--- src/sv/rspm_pkg.sv ---
// Shared types and constants for the RC signal presence mux.
// Used by rspm_chan and rc_signal_presence_mux; depends on nothing.
`default_nettype none

package rspm_pkg;

    localparam int CFG_BITS  = 16;
    localparam int LOCK_BITS = 3;
    localparam int IDX_BITS  = 3;

    typedef enum logic [IDX_BITS-1:0] {
        REG_MIN_PERIOD    = 3'd0,
        REG_MAX_PERIOD    = 3'd1,
        REG_MIN_HIGH      = 3'd2,
        REG_MAX_HIGH      = 3'd3,
        REG_LOSS_TIMEOUT  = 3'd4,
        REG_SWITCH_THRESH = 3'd5,
        REG_PULSES_NEEDED = 3'd6
    } reg_idx_t;

    localparam logic [CFG_BITS-1:0]  RST_MIN_PERIOD    = 16'd50;
    localparam logic [CFG_BITS-1:0]  RST_MAX_PERIOD    = 16'd500;
    localparam logic [CFG_BITS-1:0]  RST_MIN_HIGH      = 16'd3;
    localparam logic [CFG_BITS-1:0]  RST_MAX_HIGH      = 16'd30;
    localparam logic [CFG_BITS-1:0]  RST_LOSS_TIMEOUT  = 16'd600;
    localparam logic [CFG_BITS-1:0]  RST_SWITCH_THRESH = 16'd15;
    localparam logic [LOCK_BITS-1:0] RST_PULSES_NEEDED = 3'd3;
    localparam logic [LOCK_BITS-1:0] RST_LOCK          = 3'd3;

    // Pulse windows, timeout and lock count shared by both channels.
    typedef struct packed {
        logic [CFG_BITS-1:0]  min_period;
        logic [CFG_BITS-1:0]  max_period;
        logic [CFG_BITS-1:0]  min_high;
        logic [CFG_BITS-1:0]  max_high;
        logic [CFG_BITS-1:0]  loss_timeout;
        logic [LOCK_BITS-1:0] pulses_needed;
    } chan_cfg_t;

endpackage

`default_nettype wire

--- src/sv/rspm_chan.sv ---
// One RC channel tracker: high/low tick counters, pulse window check and lock counter.
// Depends on rspm_pkg.
`default_nettype none

module rspm_chan
    import rspm_pkg::*;
#(
    parameter int COUNT_BITS = 16
) (
    input  wire logic                  aclk,
    input  wire logic                  aresetn,
    input  wire logic                  tick,
    input  wire logic                  level,
    input  wire chan_cfg_t             cfg,
    output logic                       present_next,
    output logic                       falling,
    output logic [COUNT_BITS-1:0]      high_count
);

    // Compare width covers the period sum and the 16-bit settings with room to zero-extend.
    localparam int WB = ((COUNT_BITS > CFG_BITS) ? COUNT_BITS : CFG_BITS) + 2;
    localparam logic [COUNT_BITS-1:0] CNT_MAX = {COUNT_BITS{1'b1}};

    logic                  prev_reg, prev_next;
    logic [COUNT_BITS-1:0] high_reg, high_next;
    logic [COUNT_BITS-1:0] low_reg, low_next;
    logic [LOCK_BITS-1:0]  lock_reg, lock_next;

    logic                  rising;
    logic                  pulse_ok;
    logic [COUNT_BITS:0]   period;
    logic [WB-1:0]         period_w, high_w, low_w;
    logic [WB-1:0]         min_period_w, max_period_w, min_high_w, max_high_w, timeout_w;
    logic [COUNT_BITS-1:0] high_clr, low_clr;
    logic [LOCK_BITS-1:0]  lock_dec;

    always_comb begin
        rising       = level & ~prev_reg;
        falling      = ~level & prev_reg;
        period       = {1'b0, high_reg} + {1'b0, low_reg};
        period_w     = {{(WB-COUNT_BITS-1){1'b0}}, period};
        high_w       = {{(WB-COUNT_BITS){1'b0}}, high_reg};
        min_period_w = {{(WB-CFG_BITS){1'b0}}, cfg.min_period};
        max_period_w = {{(WB-CFG_BITS){1'b0}}, cfg.max_period};
        min_high_w   = {{(WB-CFG_BITS){1'b0}}, cfg.min_high};
        max_high_w   = {{(WB-CFG_BITS){1'b0}}, cfg.max_high};
        timeout_w    = {{(WB-CFG_BITS){1'b0}}, cfg.loss_timeout};

        pulse_ok = (lock_reg != '0) && (period_w > min_period_w) && (period_w < max_period_w)
                && (high_w > min_high_w) && (high_w < max_high_w);

        // Edge handling uses the counts of the previous ticks.
        lock_dec = (rising && pulse_ok) ? lock_reg - 1'b1 : lock_reg;
        high_clr = rising ? '0 : high_reg;
        low_clr  = rising ? '0 : low_reg;

        lock_next = lock_dec;
        high_next = high_clr;
        low_next  = low_clr;
        low_w     = '0;
        if (!level) begin
            low_next = (low_clr == CNT_MAX) ? low_clr : low_clr + 1'b1;
            low_w    = {{(WB-COUNT_BITS){1'b0}}, low_next};
            // Signal lost: reload the lock and drop both counts.
            if (low_w > timeout_w) begin
                lock_next = cfg.pulses_needed;
                high_next = '0;
                low_next  = '0;
            end
        end else begin
            high_next = (high_clr == CNT_MAX) ? high_clr : high_clr + 1'b1;
        end
        prev_next = level;

        present_next = (lock_next == '0);
        high_count   = high_reg;
    end

    always_ff @(posedge aclk) begin
        if (!aresetn) begin
            prev_reg <= 1'b0;
            high_reg <= '0;
            low_reg  <= '0;
            lock_reg <= RST_LOCK;
        end else if (tick) begin
            prev_reg <= prev_next;
            high_reg <= high_next;
            low_reg  <= low_next;
            lock_reg <= lock_next;
        end
    end

endmodule

`default_nettype wire

--- src/sv/rc_signal_presence_mux.sv ---
// Top level of the RC signal presence mux: config registers, two channel trackers,
// drive select and the result register. Depends on rspm_pkg and rspm_chan.
`default_nettype none

// Takes one sampled 100us tick per word on the s_ side and returns one status word
// per tick on the m_ side. A tick is accepted in every cycle while the result
// register is empty or being drained; its result appears in the next cycle, set by
// the single result register behind the per-channel counter and compare logic.
// The status reflects both channels after the tick: a channel is present once good
// pulses bring its lock counter to zero (it reloads with pulses_needed on loss), and
// rc_drive follows the latched switch high time while the switch is present, else the
// primary presence. Write the config registers only while no word is in flight.
module rc_signal_presence_mux
    import rspm_pkg::*;
#(
    parameter int COUNT_BITS = 16
) (
    input  wire logic                 aclk,
    input  wire logic                 aresetn,
    input  wire logic                 s_tvalid,
    output logic                      s_tready,
    input  wire logic [7:0]           s_tdata,   // [0] primary_level, [1] switch_level
    output logic                      m_tvalid,
    input  wire logic                 m_tready,
    output logic [7:0]                m_tdata,   // [0] rc_drive, [1] primary_present,
                                                 // [2] switch_present
    input  wire logic                 cfg_valid,
    output logic                      cfg_ready,
    input  wire logic [IDX_BITS-1:0]  cfg_index,
    input  wire logic [CFG_BITS-1:0]  cfg_data
);

    localparam int WB = ((COUNT_BITS > CFG_BITS) ? COUNT_BITS : CFG_BITS) + 1;

    chan_cfg_t             chan_cfg_reg;
    logic [CFG_BITS-1:0]   switch_thresh_reg;
    logic [COUNT_BITS-1:0] last_high_reg, last_high_next;
    logic                  m_tvalid_reg;
    logic [2:0]            result_reg, result_next;

    logic                  tick;
    logic                  p_present, s_present, p_falling, s_falling;
    logic [COUNT_BITS-1:0] p_high, s_high;
    logic [WB-1:0]         last_high_w, thresh_w;

    assign cfg_ready = 1'b1;
    assign s_tready  = ~m_tvalid_reg | m_tready;
    assign tick      = s_tvalid & s_tready;
    assign m_tvalid  = m_tvalid_reg;
    assign m_tdata   = {5'b0, result_reg};

    always_ff @(posedge aclk) begin
        if (!aresetn) begin
            chan_cfg_reg.min_period    <= RST_MIN_PERIOD;
            chan_cfg_reg.max_period    <= RST_MAX_PERIOD;
            chan_cfg_reg.min_high      <= RST_MIN_HIGH;
            chan_cfg_reg.max_high      <= RST_MAX_HIGH;
            chan_cfg_reg.loss_timeout  <= RST_LOSS_TIMEOUT;
            chan_cfg_reg.pulses_needed <= RST_PULSES_NEEDED;
            switch_thresh_reg          <= RST_SWITCH_THRESH;
        end else if (cfg_valid) begin
            case (cfg_index)
                REG_MIN_PERIOD:    chan_cfg_reg.min_period    <= cfg_data;
                REG_MAX_PERIOD:    chan_cfg_reg.max_period    <= cfg_data;
                REG_MIN_HIGH:      chan_cfg_reg.min_high      <= cfg_data;
                REG_MAX_HIGH:      chan_cfg_reg.max_high      <= cfg_data;
                REG_LOSS_TIMEOUT:  chan_cfg_reg.loss_timeout  <= cfg_data;
                REG_SWITCH_THRESH: switch_thresh_reg          <= cfg_data;
                REG_PULSES_NEEDED: chan_cfg_reg.pulses_needed <= cfg_data[LOCK_BITS-1:0];
                default: ;
            endcase
        end
    end

    rspm_chan #(.COUNT_BITS(COUNT_BITS)) u_primary (
        .aclk         (aclk),
        .aresetn      (aresetn),
        .tick         (tick),
        .level        (s_tdata[0]),
        .cfg          (chan_cfg_reg),
        .present_next (p_present),
        .falling      (p_falling),
        .high_count   (p_high)
    );

    rspm_chan #(.COUNT_BITS(COUNT_BITS)) u_switch (
        .aclk         (aclk),
        .aresetn      (aresetn),
        .tick         (tick),
        .level        (s_tdata[1]),
        .cfg          (chan_cfg_reg),
        .present_next (s_present),
        .falling      (s_falling),
        .high_count   (s_high)
    );

    always_comb begin
        // Latch the switch high time on its falling edge.
        last_high_next = s_falling ? s_high : last_high_reg;
        last_high_w    = {{(WB-COUNT_BITS){1'b0}}, last_high_next};
        thresh_w       = {{(WB-CFG_BITS){1'b0}}, switch_thresh_reg};
        result_next[1] = p_present;
        result_next[2] = s_present;
        result_next[0] = s_present ? (last_high_w > thresh_w) : p_present;
    end

    always_ff @(posedge aclk) begin
        if (!aresetn) begin
            m_tvalid_reg  <= 1'b0;
            last_high_reg <= '0;
        end else begin
            if (tick) begin
                m_tvalid_reg  <= 1'b1;
                last_high_reg <= last_high_next;
            end else if (m_tready) begin
                m_tvalid_reg <= 1'b0;
            end
        end
    end

    always_ff @(posedge aclk) begin
        if (tick) begin
            result_reg <= result_next;
        end
    end

`ifndef SYNTH
    a_stall_blocks_input: assert property (@(posedge aclk) disable iff (!aresetn)
        (m_tvalid && !m_tready) |-> !s_tready)
        else $error("input accepted while result is stalled");

    a_accept_gives_result: assert property (@(posedge aclk) disable iff (!aresetn)
        (s_tvalid && s_tready) |=> m_tvalid)
        else $error("accepted tick produced no result");

    a_drive_follows_primary: assert property (@(posedge aclk) disable iff (!aresetn)
        (m_tvalid && !m_tdata[2]) |-> (m_tdata[0] == m_tdata[1]))
        else $error("rc_drive differs from primary presence without switch");
`endif

endmodule

`default_nettype wire

--- config.mk ---
export PLATFORM = sky130hd
export DESIGN_NAME = rc_signal_presence_mux
export DESIGN_NICKNAME = d
export VERILOG_FILES = /design/src/sv/rspm_pkg.sv /design/src/sv/rspm_chan.sv /design/src/sv/rc_signal_presence_mux.sv
export SDC_FILE = /design/constraint.sdc
export NUM_CORES = 1
export LEC_CHECK = 0
export BUFFER_PORTS_ARGS = -buffer_cell sky130_fd_sc_hd__buf_2
export CELL_PAD_IN_SITES_DETAIL_PLACEMENT = 0
export CELL_PAD_IN_SITES_GLOBAL_PLACEMENT = 2
export CORE_ASPECT_RATIO = 1.75
export CORE_MARGIN = 8
export CORE_UTILIZATION = 41
export DETAILED_ROUTE_END_ITERATION = 8
export GPL_ROUTABILITY_DRIVEN = 0
export GPL_TIMING_DRIVEN = 0
export PLACE_DENSITY_LB_ADDON = 0.1
export SYNTH_ARGS = -nofsm -noshare
export SYNTH_HDL_FRONTEND = slang
export SYNTH_SLANG_ARGS = --single-unit
export TNS_END_PERCENT = 100
--- constraint.sdc ---
create_clock -name aclk -period 18.2 [get_ports aclk]
set_input_delay 5.46 -clock aclk [delete_from_list [all_inputs] [get_ports aclk]]
set_output_delay 5.46 -clock aclk [all_outputs]
set_load 0.01 [all_outputs]
==> parameters.txt <==
Parameter                              Value

Run status
  Status ... completed

Die
  Number of top-level design ports ... 43
  Standard-cell rows ... 90
  Effective utilization at floorplan ... 0.415
  Die footprint ... 41400 um2
  Core box area ... roughly 34000 um2
  Die X-Extent ... around 160 um
  Vert. Die Dim ... 263 um

Finish
  Fraction of layout cells with a size suffix above 1 ... 0.0585
  Final Util ... 0.454
  Diodes inserted ... 0
  Area grow syn2layout ... 9.30%
  Largest register FFs ... 83
  Total number of nets in the final design ... 2165

Logic synthesis
  Count of mapped cells out of synthesis ... 1868
  Share of the synthesized area in the top cell type ... 0.263
  Yosys synthesis warning count ... 0
  Proportion of register bits with asynchronous set or reset after synthesis ... 0
  Library cell occupying the most area in the post-synthesis netlist ... sky130_fd_sc_hd__dfxtp_1
  Number of synthesized register bits ... 191
  Primary FF master, synth ... sky130_fd_sc_hd__dfxtp_1
  Average footprint of a synthesized cell ... 7.66 um2
  Top cells by area, synth ... sky130_fd_sc_hd__dfxtp_1 26%, sky130_fd_sc_hd__ha_1 19%, sky130_fd_sc_hd__nand2_1 7.8%
  Post-synth EDFFs ... 3
  Number of distinct standard cells referenced by the synthesized netlist ... 84
  Total standard cell area after synthesis ... 14300 um2
  Part of the Yosys area used for sequential elements ... 0.269

STA
  Final slew viol count ... 0
  Slew HR ... 0.378
  Final number of hold-violating endpoints ... 0
  Number of failing setup endpoints in the final timing report ... 0
  Tcrit/Tclk final ... 0.622
  Final clock skew ... 0.00833 ns
  Maximum operating frequency ... 0.0883 GHz
  Worst setup margin ... just under 7 ns
  Minimum clock period after layout ... 11.32 ns
  Slew of the pin with the lowest slew margin ... approximately 0.93 ns
  Unrepaired setup endpoints after global routing ... no
  Total Negative Setup Slacks ... 0 ns

Placement
  Number of buffer cells added on primary ports ... 27
  Worst setup timing slack at the placement stage ... roughly 6.9 ns
  Placed wire-length estimate after detailed placement ... 45200 um

Worst setup path
  WP buf/inv ... 2
  CP peak stage delay ... about 0.16 ns
  Highest fanout seen on the critical path ... 3
  Top Family by Delay on Critical Path ... buffers and inverters
  Cell mode on critical path ... sky130_fd_sc_hd__buf_2
  Required time of the critical path ... ~13 ns
  Series of cell instances along the critical path ... buf_2, nand2b_1, buf_2
  Critical Path Sink Type ... output port
  Kind of critical path ... input port to output port
  Slowest cell on the critical path ... sky130_fd_sc_hd__nand2b_1
  Critical Path AT ... 5.86 ns
  Startpoint kind of the worst setup timing path ... input port

Power and ir drop
  Leakage power summed over all cells ... 6.60 nW
  Max VDD drop ... about 0.067 mV
  Power density normalized to cell area ... 60.0 nW/um2

Clock tree
  Post-CTS clock slew at the launch and capture registers of the worst setup and hold paths ... 0.08 ns
  Clock root cell ... sky130_fd_sc_hd__clkbuf_16
  # H-tree levels ... 4
  Number of buffers added to fix hold violations after cts ... 0
  Post-cts gate resize count ... 0
  Clock tree from TritonCTS ... done
  Post-CTS setup repair buffer count ... 0
  CTS sink count ... 191
  CTS Buffer Depth ... 2
  Clk Latency, worst-skew pair ... 0.47 ns
  Clock buffers created by TritonCTS ... 17

Job
  Number of violations of the max-capacitance limit ... 0

Route
  Antenna violation net count after detailed routing ... 0
  DRC marker count from the first detailed-route iteration ... 909
  Remaining routing DRC violations ... 0
  First drt pass iteration count ... 5
  Mean number of vias per cell ... slightly below 6
  Wire length after detailed routing ... 56600 um
  Total via count after detailed routing ... 14034
  Post-detailed-route wirelength per cell ... 23.7 um

GRT
  Number of antenna violations at the first check in global routing ... 0
  Wire length of the first global-routing pass ... between 80000 and 90000 um
  Total global routing track utilization ... 0.272
  Pin count of the biggest net entering global routing ... 21
  Residual overflow from global routing ... 0
  Number of global-route vias before repair ... 13311

Worst hold path
  Min-delay worst type ... flop to flop
through the flow:
step | cells | total power (W) | cell area (um2) | hold slack (ns)
after global routing | 2392 | 0.000972 | 15600 | 0.477
after global placement | 2359 | 0.000561 | 15000 | 0.443
after CTS | 2391 | 0.000944 | 15600 | 0.458
after floorplan | 1872 | 0.000515 | 14300 | 0.436
final | 2392 | 0.000938 | 15600 | 0.458
after detailed placement | 2359 | 0.000563 | 15000 | 0.447
cell type report:
cell class | count | area, um2
Inverter | 130 | 488
Clock inverter | 15 | 173
Sequential cell | 191 | 3850
Buffer | 75 | 324
Fill cell | 3597 | 18800
Timing Repair Buffer | 28 | 143
Clock buffer | 17 | 425
Multi-Input combinational cell | 1476 | 9670
Tap cell | 460 | 576
cell usage after synthesis, types with 4 or more instances:
cell                          n
sky130_fd_sc_hd__or4_1        4
sky130_fd_sc_hd__dfxtp_1    188
sky130_fd_sc_hd__ha_1       212
sky130_fd_sc_hd__nor3_1      49
sky130_fd_sc_hd__nand2_1    298
sky130_fd_sc_hd__nor4_1       9
sky130_fd_sc_hd__o21a_1      17
sky130_fd_sc_hd__mux2i_1      5
sky130_fd_sc_hd__buf_1        5
sky130_fd_sc_hd__nand4_1     48
sky130_fd_sc_hd__o21ai_1     12
sky130_fd_sc_hd__and4_1       9
sky130_fd_sc_hd__nand3_1     57
sky130_fd_sc_hd__inv_1      129
sky130_fd_sc_hd__o211ai_1    34
sky130_fd_sc_hd__and2_1       8
sky130_fd_sc_hd__or3_1       11
sky130_fd_sc_hd__o31ai_1      4
sky130_fd_sc_hd__mux2_2      15
sky130_fd_sc_hd__and3_1      18
sky130_fd_sc_hd__buf_4        6
sky130_fd_sc_hd__a21o_1      30
sky130_fd_sc_hd__clkbuf_1    58
sky130_fd_sc_hd__a21oi_1    174
sky130_fd_sc_hd__nor2_1     162
sky130_fd_sc_hd__a211oi_1    10
sky130_fd_sc_hd__xnor2_1     26
sky130_fd_sc_hd__a22oi_1     42
sky130_fd_sc_hd__a211o_1      4
sky130_fd_sc_hd__nand2b_1    20
sky130_fd_sc_hd__a31oi_1      9
sky130_fd_sc_hd__buf_2        4
sky130_fd_sc_hd__nor2b_1     18
sky130_fd_sc_hd__xor2_1      24
sky130_fd_sc_hd__a2111oi_0    5
sky130_fd_sc_hd__o21bai_1     5
sky130_fd_sc_hd__o21ai_0     66
cells by family after synthesis:
family	synth area share
flip-flops	0.269
AO/OA/AOI/OAI	0.198
buffers and inverters	0.0567
multiplexers	0.0153
other	0.000525
AND/OR/NAND/NOR	0.242
adder cells (fa/ha/maj)	0.188
XOR/XNOR	0.0306
power breakdown:
group	switching, W	internal (W)	total [W]
logic	0.0000823	0.0000357	0.000118
registers	0.00000727	0.000429	0.000436
clock network	0.000200	0.000184	0.000384
worst min-delay path: cells and delay by family (launching register included):
| family | cells | cell delay, ns |
|---|---|---|
| AOI/OAI and AO/OA | 1 | 0.05 |
| and+or+nand+nor | 1 | 0.05 |
| DFF | 1 | 0.32 |
routing by layer:
metal / wire length, um / vias up / share of wire / track usage
met1: 20700 / 6660 / 0.37 / 0.287
met2: 28100 / 486 / 0.50 / 0.475
li1: - / 6719 / - / -
met3: 2460 / 169 / 0.044 / 0.0285
met4: 5270 / 0 / 0.093 / 0.224
met5: 0 / - / 0 / 0
layout by cell type, fill, tap and decap left out, types with 49 or more instances in the layout:
cell                       Yosys  final
sky130_fd_sc_hd__a21oi_1     174    174
sky130_fd_sc_hd__clkbuf_1     58     58
sky130_fd_sc_hd__nor2_1      162    162
sky130_fd_sc_hd__ha_1        212    212
sky130_fd_sc_hd__nor3_1       49     49
sky130_fd_sc_hd__nand2_1     298    298
sky130_fd_sc_hd__inv_1       129    129
sky130_fd_sc_hd__o21ai_0      66     66
sky130_fd_sc_hd__nand3_1      57     57
sky130_fd_sc_hd__dfxtp_1     188    188
final timing paths:
path | startpoint | endpoint | slack (ns) | depth (start not counted)
setup / recovery | m_tready | s_tready | 6.88 | 3
hold / removal | chan_cfg_reg[54] | chan_cfg_reg[54] | 0.46 | 2
setup reg to reg | u_switch.prev_reg | u_switch.high_count[2] | 11.93 | 21
hold reg to reg | chan_cfg_reg[54] | chan_cfg_reg[54] | 0.46 | 2
No activity file was read; power rests on OpenSTA's default activity.
